===== src/rtl/core/rsf_pkg.sv =====
package rsf_pkg;

  localparam int NUM_CORNERS = 4;
  localparam int NUM_EDGES   = 4;
  localparam int CFG_IDX_W   = 2;

  localparam logic [CFG_IDX_W-1:0] CFG_DIR_A_X = 2'd0;
  localparam logic [CFG_IDX_W-1:0] CFG_DIR_A_Y = 2'd1;
  localparam logic [CFG_IDX_W-1:0] CFG_DIR_B_X = 2'd2;
  localparam logic [CFG_IDX_W-1:0] CFG_DIR_B_Y = 2'd3;

  typedef enum logic [1:0] {
    EDGE_LEFT   = 2'd0,
    EDGE_TOP    = 2'd1,
    EDGE_RIGHT  = 2'd2,
    EDGE_BOTTOM = 2'd3
  } edge_t;

  typedef struct packed {
    logic valid;
    logic set_end;
  } rsf_ctl_t;

endpackage


===== src/rtl/core/rsf_lane.sv =====
module rsf_lane
  import rsf_pkg::*;
#(
  parameter int COORD_BITS = 12,
  parameter int FRAC_BITS  = 14
) (
  input  logic                                     clk,
  input  logic                                     en,
  input  logic [COORD_BITS-1:0]                    x,
  input  logic [COORD_BITS-1:0]                    y,
  input  logic signed [FRAC_BITS+1:0]              dir_ax,
  input  logic signed [FRAC_BITS+1:0]              dir_ay,
  input  logic signed [FRAC_BITS+1:0]              dir_bx,
  input  logic signed [FRAC_BITS+1:0]              dir_by,
  output logic signed [COORD_BITS+FRAC_BITS+2:0]   pa,
  output logic signed [COORD_BITS+FRAC_BITS+2:0]   pb
);

  localparam int DIR_W  = FRAC_BITS + 2;
  localparam int PROD_W = DIR_W + COORD_BITS;
  localparam int PROJ_W = PROD_W + 1;

  logic signed [COORD_BITS:0] xs;
  logic signed [COORD_BITS:0] ys;
  logic signed [PROD_W-1:0]   mul_ax;
  logic signed [PROD_W-1:0]   mul_ay;
  logic signed [PROD_W-1:0]   mul_bx;
  logic signed [PROD_W-1:0]   mul_by;
  logic signed [PROD_W-1:0]   prod_ax;
  logic signed [PROD_W-1:0]   prod_ay;
  logic signed [PROD_W-1:0]   prod_bx;
  logic signed [PROD_W-1:0]   prod_by;

  assign xs = signed'({1'b0, x});
  assign ys = signed'({1'b0, y});

  assign mul_ax = PROD_W'(dir_ax) * PROD_W'(xs);
  assign mul_ay = PROD_W'(dir_ay) * PROD_W'(ys);
  assign mul_bx = PROD_W'(dir_bx) * PROD_W'(xs);
  assign mul_by = PROD_W'(dir_by) * PROD_W'(ys);

  always_ff @(posedge clk) begin
    if (en) begin
      prod_ax <= mul_ax;
      prod_ay <= mul_ay;
      prod_bx <= mul_bx;
      prod_by <= mul_by;
      pa      <= PROJ_W'(prod_ax) + PROJ_W'(prod_ay);
      pb      <= PROJ_W'(prod_bx) + PROJ_W'(prod_by);
    end
  end

endmodule


===== config.mk =====
export PLATFORM = sky130hd
export DESIGN_NAME = rsf_lane
export DESIGN_NICKNAME = d
export VERILOG_FILES = /design/src/rtl/core/rsf_pkg.sv /design/src/rtl/core/rsf_lane.sv
export SDC_FILE = /design/constraint.sdc
export NUM_CORES = 2
export LEC_CHECK = 0
export ABC_AREA = 1
export BUFFER_PORTS_ARGS = -buffer_cell sky130_fd_sc_hd__buf_4
export CAP_MARGIN = 10
export CORE_ASPECT_RATIO = 0.5
export CORE_MARGIN = 1.5
export CORE_UTILIZATION = 45
export CTS_CLUSTER_DIAMETER = 30
export CTS_CLUSTER_SIZE = 8
export DETAILED_ROUTE_END_ITERATION = 7
export HOLD_SLACK_MARGIN = 0.06
export PLACE_DENSITY = 0.72
export SYNTH_ARGS = -nofsm -noshare
export SYNTH_HDL_FRONTEND = slang
export SYNTH_SLANG_ARGS = --single-unit

===== constraint.sdc =====
create_clock -name clk -period 6.87 [get_ports clk]
set_input_delay 0.687 -clock clk [delete_from_list [all_inputs] [get_ports clk]]
set_output_delay 0.687 -clock clk [all_outputs]
set_load 0.05 [all_outputs]

==> results.py <==
metrics = {
    "clock_tree": {
        "postCtsHoldBufs": 0,
        "cts_buffer_depth": 2,
        "cts_htree_levels": 4,
        "cts_setup_buffers": 0,
        "root_buffer": "clkbuf_16",
        "cts_made_buffers": 17,
        "cts.clk_slew.worst_paths_ns": 0.07,
        "insertion_delay_ns": 0.46,
        "post_cts_resized": 0,
        "cts_sinks": 170,
        "cts_tree": "done",
    },
    "floorplan": {
        "start_util_pct": 45.89,
        "die_h_um": 216.3,
        "fp.dieW_um": 429.6,
        "die_area_sq_um": 92910,
        "core_area_sq_um": 89210,
        "rows": 77,
        "io_pins": 148,
    },
    "grt": {
        "grt_pass1_wl_um": 171500,
        "grt_overflow": 0,
        "antenna_found_initial": 9,
        "grt_max_degree": 88,
        "grt_pass1_vias": 33270,
        "grt_usage_pct": 23.15,
    },
    "timing": {
        "timing.final.crit_share_pct": 78.44,
        "setup_violations": 0,
        "slew_headroom_pct": 42.52,
        "setup_tns_ns": 0,
        "hold_violations": 0,
        "rsz0062_at_grt": "no",
        "fmax_mhz": 185.6,
        "slew_viol_final": 0,
        "worstMarginPinSlew_ns": 0.8622,
        "finalClockSkew_ns": 0.01349,
        "finalCriticalPeriod_ns": 5.389,
    },
    "synth": {
        "synth_edf_count": 170,
        "async_reset_ff_share_pct": 0,
        "ys_seq_area_share_pct": 12.47,
        "ys_ff_latch": 170,
        "synth_commonest_cells": "1758 x inv_1, 1657 x nand2_1, 702 x fa_1",
        "synth_cell_types": 30,
        "avgSynthCellArea_sq_um": 7.412,
        "synth_area_leader_cell": "fa_1",
        "synthMostInstantiatedCell": "inv_1",
        "yosysWarnings": 0,
        "synth_nets": 6628,
        "synth_ff_type": "edfxtp_1",
        "syn_area_sq_um": 40940,
        "netlist_instances": 5524,
        "synth.area.top_cells": "fa_1 34%, inv_1 16%, nand2_1 15%, edfxtp_1 12%, ha_1 9.5%",
        "synth_top_area_share_pct": 34.32,
    },
    "detailed_routing": {
        "routedWlPerCell_um": 15.36,
        "drt_iter0_markers": 2452,
        "viasPerCell": 4.841,
        "drt_pre_antenna_iters": 8,
        "antenna_left": 0,
        "drc": 0,
        "route.met2.wl_um": 45480,
        "top_layer": "met5",
        "wirelength_um": 103800,
        "vias": 32710,
        "met3WireLength_um": 8422,
        "wl_met1_um": 47840,
    },
    "setup_path": {
        "required_ns": 7.08,
        "cp_slowest_cell": "fa_1",
        "crit_family": "adder cells",
        "cp_max_fo": 32,
        "crit_path_frequent_cell": "fa_1",
        "cp-start-kind": "primary input",
        "cp.arrival_ns": 5.60,
        "max_stage_delay_ns": 0.62,
        "endpoint_kind": "register",
        "cp_cell_sequence": "buf_4, nand2_1, fa_1, fa_1, inv_1, fa_1, fa_1, inv_1, fa_1, inv_1, ha_1, nand2_1, nor2_1, and2_1, nand4_1, nand4_1, nand2_1",
        "cp_num_buf_inv": 4,
        "path_class": "in -> reg",
    },
    "final_layout": {
        "nets": 6660,
        "drive_gt1_share_pct": 5.981,
        "syn2layout_area_growth_pct": 6.534,
        "nFillCells": 8768,
    },
    "flow_run": {
        "drv_cap": 0,
    },
    "placed_design": {
        "numPortBuffers": 147,
        "dp_hpwl_um": 86260,
        "gp_congestion": 0.9733,
    },
    "hold_path": {
        "hp-class": "reg -> reg",
    },
    "status": {
        "status": "completed",
    },
}
per-layer routing:
metal,track usage [%],vias up
met3,4.248,134
met1,32.85,15640
li1,-,15770
met2,36.97,1149
met5,0,-
met4,4.905,10
worst reg2reg max path: stages, from the launching register on:
cell and delay [ns]:
edfxtp_1 0.34, ha_1 0.30, inv_1 0.09, fa_1 0.40
inv_1 0.16, nand3_1 0.09, nand3_1 0.22, nand2_1 0.09
nand2_1 0.13, nand2_1 0.08, nand4_1 0.09, nand2_1 0.06
placed cells by master (no fill, tap or decap), types with 5 or more instances in the layout:
| master | instances |
|---|---|
| fa_1 | 702 |
| and2_1 | 10 |
| nand2_2 | 44 |
| nand2_1 | 1657 |
| ha_1 | 312 |
| clkbuf_16 | 17 |
| nor2_2 | 38 |
| nor3_2 | 13 |
| nor2_4 | 9 |
| buf_4 | 148 |
| nand3b_1 | 5 |
| nand3_2 | 13 |
| xor2_1 | 66 |
| edfxtp_1 | 170 |
| a21oi_2 | 6 |
| nor3_1 | 19 |
| o21bai_1 | 10 |
| inv_1 | 1758 |
| xnor2_1 | 19 |
| nand3_1 | 153 |
| o21ai_0 | 32 |
| a21oi_1 | 112 |
| nand4_1 | 58 |
| inv_2 | 25 |
| nor2_1 | 142 |
path summary, 6_finish.rpt:
kind              depth (start not counted)          end       start  slack, ns
hold reg to reg                           1        pa[0]  prod_ax[0]       0.56
setup reg to reg                         11       pa[22]  prod_ay[0]       4.56
setup / recovery                         17  prod_bx[22]        x[1]       1.48
hold / removal                            1        pa[0]  prod_ax[0]       0.56
cell families after synthesis:
group	share of synthesized area (%)
buffers and inverters	17.60
AO/OA/AOI/OAI	2.216
AND/OR/NAND/NOR	22.04
XOR/XNOR	1.818
flip-flops	12.47
adder cells (fa/ha/maj)	43.86
metrics by stage:
| stage | instances | instance area, sq um | utilization [%] | setup slack, ns | hold WS, ns |
|---|---|---|---|---|---|
| final | 6756 | 43620 | 48.89 | 1.481 | 0.5580 |
| after global routing | 6754 | 43610 | 48.89 | 1.258 | 0.5790 |
| after CTS | 6753 | 43610 | 48.88 | 1.557 | 0.5655 |
| after detailed placement | 6722 | 43040 | 48.24 | 1.092 | 0.5546 |
| after global placement | 6722 | 43040 | 48.24 | 1.128 | 0.5277 |
| after floorplan | 5524 | 40940 | - | 1.530 | 0.5128 |
final cells by class:
cell class                      count  area (sq um)  share of cell area (%)
Multi-Input combinational cell   3434         28630                   65.64
Inverter                         1784          6696                   15.35
Sequential cell                   170          5105                   11.70
Tap cell                         1185          1483                   3.399
Timing Repair Buffer              149          1122                   2.573
Clock buffer                       17         425.4                  0.9753
Clock inverter                     14         147.6                  0.3385
Antenna cell                        3         7.507                 0.01721
flip-flops by register name, indices dropped and copies added, names as in the netlist:
signal   cells
pa          29
pb          29
prod_ax     28
prod_ay     28
prod_bx     28
prod_by     28
Power is not shown: default switching activity piles up to over one toggle a cycle in this logic, so the estimate is an artifact.
