File: src/rtl/core/rsf_pkg.sv
package rsf_pkg;

  localparam int NUM_CORNERS = 4;
  localparam int NUM_EDGES   = 4;
  localparam int CFG_IDX_W   = 2;

  localparam logic [CFG_IDX_W-1:0] CFG_DIR_A_X = 2'd0;
  localparam logic [CFG_IDX_W-1:0] CFG_DIR_A_Y = 2'd1;
  localparam logic [CFG_IDX_W-1:0] CFG_DIR_B_X = 2'd2;
  localparam logic [CFG_IDX_W-1:0] CFG_DIR_B_Y = 2'd3;

  typedef enum logic [1:0] {
    EDGE_LEFT   = 2'd0,
    EDGE_TOP    = 2'd1,
    EDGE_RIGHT  = 2'd2,
    EDGE_BOTTOM = 2'd3
  } edge_t;

  typedef struct packed {
    logic valid;
    logic set_end;
  } rsf_ctl_t;

endpackage

File: src/rtl/core/rsf_merge.sv
module rsf_merge
  import rsf_pkg::*;
#(
  parameter int COORD_BITS = 12,
  parameter int FRAC_BITS  = 14
) (
  input  logic                                   clk,
  input  logic                                   rst,
  input  rsf_ctl_t                               ctl_in,
  input  logic signed [COORD_BITS+FRAC_BITS+2:0] pa [NUM_CORNERS],
  input  logic signed [COORD_BITS+FRAC_BITS+2:0] pb [NUM_CORNERS],
  output logic                                   adv,
  output logic                                   out_valid,
  input  logic                                   out_ready,
  output edge_t                                  edge_code,
  output logic signed [COORD_BITS+FRAC_BITS+2:0] out_a [NUM_CORNERS],
  output logic signed [COORD_BITS+FRAC_BITS+2:0] out_b [NUM_CORNERS],
  output logic                                   final_edge
);

  localparam int PROJ_W = COORD_BITS + FRAC_BITS + 3;

  rsf_ctl_t                  ctl;
  logic signed [PROJ_W-1:0]  min_a01, min_a23, max_a01, max_a23;
  logic signed [PROJ_W-1:0]  min_b01, min_b23, max_b01, max_b23;
  logic signed [PROJ_W-1:0]  score [NUM_EDGES];
  logic signed [PROJ_W-1:0]  q_a [NUM_CORNERS];
  logic signed [PROJ_W-1:0]  q_b [NUM_CORNERS];
  logic signed [PROJ_W-1:0]  best_score [NUM_EDGES];
  logic signed [PROJ_W-1:0]  best_a [NUM_EDGES][NUM_CORNERS];
  logic signed [PROJ_W-1:0]  best_b [NUM_EDGES][NUM_CORNERS];
  logic                      holds_square;
  logic                      busy;
  edge_t                     cnt;
  logic                      upd;
  logic [NUM_EDGES-1:0]      take;

  // Per-edge extremes over the four corners, as a two-level tree.
  assign min_a01 = (pa[1] < pa[0]) ? pa[1] : pa[0];
  assign min_a23 = (pa[3] < pa[2]) ? pa[3] : pa[2];
  assign max_a01 = (pa[1] > pa[0]) ? pa[1] : pa[0];
  assign max_a23 = (pa[3] > pa[2]) ? pa[3] : pa[2];
  assign min_b01 = (pb[1] < pb[0]) ? pb[1] : pb[0];
  assign min_b23 = (pb[3] < pb[2]) ? pb[3] : pb[2];
  assign max_b01 = (pb[1] > pb[0]) ? pb[1] : pb[0];
  assign max_b23 = (pb[3] > pb[2]) ? pb[3] : pb[2];

  assign adv = !(ctl.valid && busy);
  assign upd = ctl.valid && !busy;

  always_ff @(posedge clk) begin
    if (rst) begin
      ctl <= '0;
    end else if (adv) begin
      ctl <= ctl_in;
    end
  end

  // Left and bottom scores are kept as minima of a and b, so a better
  // square there has a strictly smaller value.
  always_ff @(posedge clk) begin
    if (adv) begin
      score[EDGE_LEFT]   <= (min_a23 < min_a01) ? min_a23 : min_a01;
      score[EDGE_TOP]    <= (max_b23 > max_b01) ? max_b23 : max_b01;
      score[EDGE_RIGHT]  <= (max_a23 > max_a01) ? max_a23 : max_a01;
      score[EDGE_BOTTOM] <= (min_b23 < min_b01) ? min_b23 : min_b01;
      q_a <= pa;
      q_b <= pb;
    end
  end

  always_comb begin
    take[EDGE_LEFT]   = !holds_square || (score[EDGE_LEFT] < best_score[EDGE_LEFT]);
    take[EDGE_TOP]    = !holds_square || (score[EDGE_TOP] > best_score[EDGE_TOP]);
    take[EDGE_RIGHT]  = !holds_square || (score[EDGE_RIGHT] > best_score[EDGE_RIGHT]);
    take[EDGE_BOTTOM] = !holds_square || (score[EDGE_BOTTOM] < best_score[EDGE_BOTTOM]);
  end

  always_ff @(posedge clk) begin
    if (upd) begin
      for (int e = 0; e < NUM_EDGES; e++) begin
        if (take[e]) begin
          best_score[e] <= score[e];
          best_a[e]     <= q_a;
          best_b[e]     <= q_b;
        end
      end
    end
  end

  always_ff @(posedge clk) begin
    if (rst) begin
      holds_square <= 1'b0;
      busy         <= 1'b0;
      cnt          <= EDGE_LEFT;
    end else if (upd) begin
      holds_square <= !ctl.set_end;
      busy         <= ctl.set_end;
      cnt          <= EDGE_LEFT;
    end else if (busy && out_ready) begin
      if (cnt == EDGE_BOTTOM) begin
        busy <= 1'b0;
      end else begin
        cnt <= edge_t'(cnt + 2'd1);
      end
    end
  end

  assign out_valid  = busy;
  assign edge_code  = cnt;
  assign final_edge = (cnt == EDGE_BOTTOM);

  always_comb begin
    for (int c = 0; c < NUM_CORNERS; c++) begin
      out_a[c] = best_a[cnt][c];
      out_b[c] = best_b[cnt][c];
    end
  end

endmodule

File: config.mk
export PLATFORM = sky130hd
export DESIGN_NAME = rsf_merge
export DESIGN_NICKNAME = d
export VERILOG_FILES = /design/src/rtl/core/rsf_pkg.sv /design/src/rtl/core/rsf_merge.sv
export SDC_FILE = /design/constraint.sdc
export NUM_CORES = 2
export LEC_CHECK = 0
export ABC_CLOCK_PERIOD_IN_PS = 33000
export BUFFER_PORTS_ARGS = -buffer_cell sky130_fd_sc_hd__clkbuf_2
export CORE_ASPECT_RATIO = 2
export CORE_MARGIN = 5
export CORE_UTILIZATION = 50
export CTS_CLUSTER_SIZE = 10
export DETAILED_ROUTE_END_ITERATION = 12
export PLACE_DENSITY_LB_ADDON = 0.05
export SLEW_MARGIN = 20
export SYNTH_ARGS = -nofsm -noshare
export SYNTH_HDL_FRONTEND = slang
export SYNTH_SLANG_ARGS = --single-unit
export TNS_END_PERCENT = 5
File: constraint.sdc
create_clock -name clk -period 33 [get_ports clk]
set_clock_uncertainty 0.15 [all_clocks]
set_input_delay 6.6 -clock clk [delete_from_list [all_inputs] [get_ports clk]]
set_output_delay 6.6 -clock clk [all_outputs]
set_load 0.05 [all_outputs]
==> impl_metrics.tcl <==
set metrics [dict create \
    worstSetupPathType "primary input to flop" \
    timing.critical_path.to_type "flop" \
    overflow_after_grt 0 \
    detail_route.first_pass.iterations 5 \
    critical_path.max_fanout 30 \
    ys_async_sr_fraction 0 \
    area_growth_syn_to_layout_pct 14.21 \
    run_status "complete, no violations" \
    cp.arrival_ns 13.99 \
    critical_path.cell_chain "clkbuf_2 -> inv_1 -> ha_1 -> nand4_1 -> nor4_4 -> nand4_1 -> o221ai_2 -> mux2i_4 -> buf_4 -> o21bai_4 -> buf_4 -> mux2i_1 -> inv_1 -> ha_1 -> nand2_1 -> nor2_1 -> nand2_1 -> a21oi_1 -> o21a_1 -> o31ai_1 -> a31oi_4 -> buf_4 -> mux2i_1" \
    critical_path.startpoint "pb[53]" \
    r2r-start "score[3][22]$_DFFE_PN_" \
    dp_hpwl_um 122300 \
    clock_tree.htree_level_count 4 \
    worst_flop_to_flop_path_endpoint "best_a[3][35]$_DFFE_PP_" \
    clk_lat_worst_skew_ns 0.79 \
    hold_path_depth 0 \
    clkSlewWorstSetupHoldPaths_ns 0.06 \
    ctsHoldBuffers 0 \
    report.final.hold_viol_count 0 \
    mappedNetlistNets 4316 \
    post_drt_wl_per_cell_um 28.94 \
    synth.avg_cell_area_um2 16.50 \
    total_via_count_in_the_routed_design 34544 \
    seqPwrFrac 0.489 \
    drv.max_cap_violation_count 0 \
    count_of_flip_flops_with_a_built_in_enable_after_synthesis 1392 \
    gp_congestion 0.9119 \
    hold_end "best_score[3][23]$_DFFE_PP_" \
    biggest_cell_delay_along_the_critical_path_ns 0.58 \
    fill_cells 9542 \
    numClockSinks 1400 \
    numPortBuffers 473 \
    holdCritPathClass "flop to flop" \
    totalWireLength_um 170300 \
    p_leak_uw 0.02721 \
    ant_nets_after_route 0 \
    setup_viol_count_final 0 \
    dp_worst_setup_slack_ns 18.57 \
    worst_ir_drop_vdd_mv 0.05191 \
    ff_to_ff_setup_slack_ns 27.60 \
    yosysWarnings 0 \
    initial_utilization 0.5018 \
    power_frac_clock 0.332 \
    worstMarginPinSlew_ns 1.301 \
    cts_made_buffers 158 \
    antenna_found_initial 6 \
    route.detailed.vias_per_inst 5.869 \
    achievable-frequency_mhz 73.07 \
    setup-tns-final_ns 0 \
    number_of_drc_violations_after_detailed_routing 0 \
    maxSlewViolCount 0 \
    gr-usage-all-layers 0.2583 \
    critical_path.slowest_cell "sky130_fd_sc_hd__o221ai_2" \
    combined_flip_flop_and_latch_cell_area_um2 41970 \
    synth_sequential_area_ratio 0.6813 \
    floorplan.die.width_um 258.2 \
    ys_ff_latch 1400 \
    finalCriticalPeriod_ns 13.69 \
    layout.nets 4875 \
    power_density_nw_per_um2 66.49 \
    holdCritStartpoint "score[3][23]$_DFFE_PN_" \
    critical_path.most_common_cell "sky130_fd_sc_hd__buf_4" \
    rsz0062_at_grt "false" \
    predominant_post_synthesis_flop_cell "sky130_fd_sc_hd__edfxtp_1" \
    post_route_cells_drive_above_1_share 0.2227 \
    synth_instances 3734 \
    root_buffer "sky130_fd_sc_hd__clkbuf_16" \
    placementRows 182 \
    critPathLaunchType "primary input" \
    multiInputGateArea_um2 17840 \
    power.combinational.fraction 0.180 \
    max-clock-path-buffers 3 \
    postCtsSetupRepairBufs 0 \
    boundaryPins 474 \
    power.switching_fraction 0.2812 \
    grt_max_degree 147 \
    synthDistinctLibCells 71 \
    count_of_cells_resized_by_post_cts_repair 0 \
    intPower_uw 3362 \
    core_ar_um2 122700 \
    die_area_um2 130700 \
    grt_pass1_vias 36327 \
    worst_ep_required_time_ns 33.31 \
    tritoncts "built" \
    grt_first_pass_wirelength_um 245900 \
    relSlewSlack 0.1325 \
    fin_worst_hold_slack_ns 0.2724 \
    cpLargestDelayFamily "compound AO/OA/AOI/OAI gates" \
    p_sw_uw 1315 \
    drt_iter0_drc 2090 \
    worst-path-buf-inv 6 \
    post-route-period-util 0.4147 \
    final.setup.worst_slack_ns 19.31 \
    r2r_cells 12 \
    synth_area_um2 61590 \
    fp.dieH_um 506.4 \
]
how the worst max path moves through the flow:
stage | cells after the start | end
5_1_grt | 23 | score[1][0]$_DFFE_PN_
4_1_cts | 23 | score[1][0]$_DFFE_PN_
2_1_floorplan | 2 | best_a[0][0]$_DFFE_PP_
3_3_place_gp | 23 | score[1][0]$_DFFE_PN_
3_5_place_dp | 23 | score[1][0]$_DFFE_PN_
6_report | 23 | score[1][0]$_DFFE_PN_
through the flow:
stage,power (µW),area (µm²),cells,utilization
2_1_floorplan,2925,61590,3734,-
3_3_place_gp,3160,65970,5696,0.5375
3_5_place_dp,3170,65980,5697,0.5375
4_1_cts,4731,70340,5884,0.5731
5_1_grt,4884,70340,5885,0.5731
6_report,4677,70350,5886,0.5731
state kept, by name (all words and copies together) (netlist names), 2 cells and up, named ones only:
signal	flops
score	116
best_score	116
q_b	116
best_b	464
edge_code	2
best_a	464
q_a	116
ctl	2
Yosys cell counts, drive strengths merged (4+ instances only):
master	n	area share
buf	72	0.0060
o31ai	4	0.00049
a211oi	13	0.0016
and4	9	0.0013
clkbuf	51	0.0031
a21oi	181	0.015
dfxtp	8	0.0026
nor2	110	0.0067
nand2	171	0.010
nand4	62	0.0063
o2111ai	29	0.0041
o21a	15	0.0018
a221oi	7	0.0010
a211o	4	0.00057
a21o	46	0.0056
and3b	28	0.0040
o21ai	90	0.0073
and3	5	0.00051
nor3	41	0.0034
nand2b	18	0.0020
nand3	52	0.0042
nor4	5	0.00085
a311oi	4	0.00057
o211ai	15	0.0019
a31oi	5	0.00051
mux2i	234	0.038
ha	345	0.070
mux4	232	0.085
nand4b	28	0.0040
and2	4	0.00041
edfxtp	1392	0.68
o21bai	4	0.00049
a2111oi	4	0.00067
nor2b	27	0.0027
inv	382	0.023
cells in the final DEF (no fill, tap or decap), drive strengths merged, types with 13 or more instances in the layout:
cell / instances
o21ai: 90
nand2: 171
nand2b: 18
a211oi: 13
edfxtp: 1392
nand3: 52
nor3: 41
mux2i: 234
a21oi: 181
o2111ai: 29
nor2: 110
inv: 389
ha: 345
nand4b: 28
nand4: 62
nor2b: 27
clkbuf: 644
o21a: 15
mux4: 232
and3b: 28
o211ai: 15
buf: 49
a21o: 46
per-layer routing:
layer | global-route usage | share of wire | vias to the layer above | routed length (µm)
li1 | - | - | 15562 | -
met1 | 0.2832 | 0.35 | 17609 | 59200
met2 | 0.4724 | 0.54 | 1028 | 91560
met3 | 0.04429 | 0.049 | 335 | 8323
met4 | 0.1433 | 0.066 | 10 | 11170
met5 | 0 | 0.00044 | - | 75
cell families after synthesis:
family / synth area share
DFF: 0.6813
and+or+nand+nor: 0.04814
buffers and inverters: 0.03240
muxes: 0.1235
AOI/OAI and AO/OA: 0.04435
adders and majority gates: 0.07008
xor gates and xnor gates: 0.0002844
power by group through the flow:
stage	clock network, µW	logic [µW]	registers, µW
2_1_floorplan	0	571	2350
3_3_place_gp	0	849	2310
3_5_place_dp	0	851	2320
4_1_cts	1590	856	2290
5_1_grt	1660	921	2300
6_report	1550	842	2280
final cells by class:
| cell class | count | area share |
|---|---|---|
| inverters | 382 | 0.02038 |
| well taps | 1564 | 0.02782 |
| flip-flops and latches | 1400 | 0.5966 |
| diodes | 2 | 0.00007115 |
| multi-input cells | 1829 | 0.2535 |
| repair buffers | 522 | 0.03956 |
| clock inverters | 16 | 0.004536 |
| clock buffers | 171 | 0.05750 |
Power figures use the tool's default switching activity.
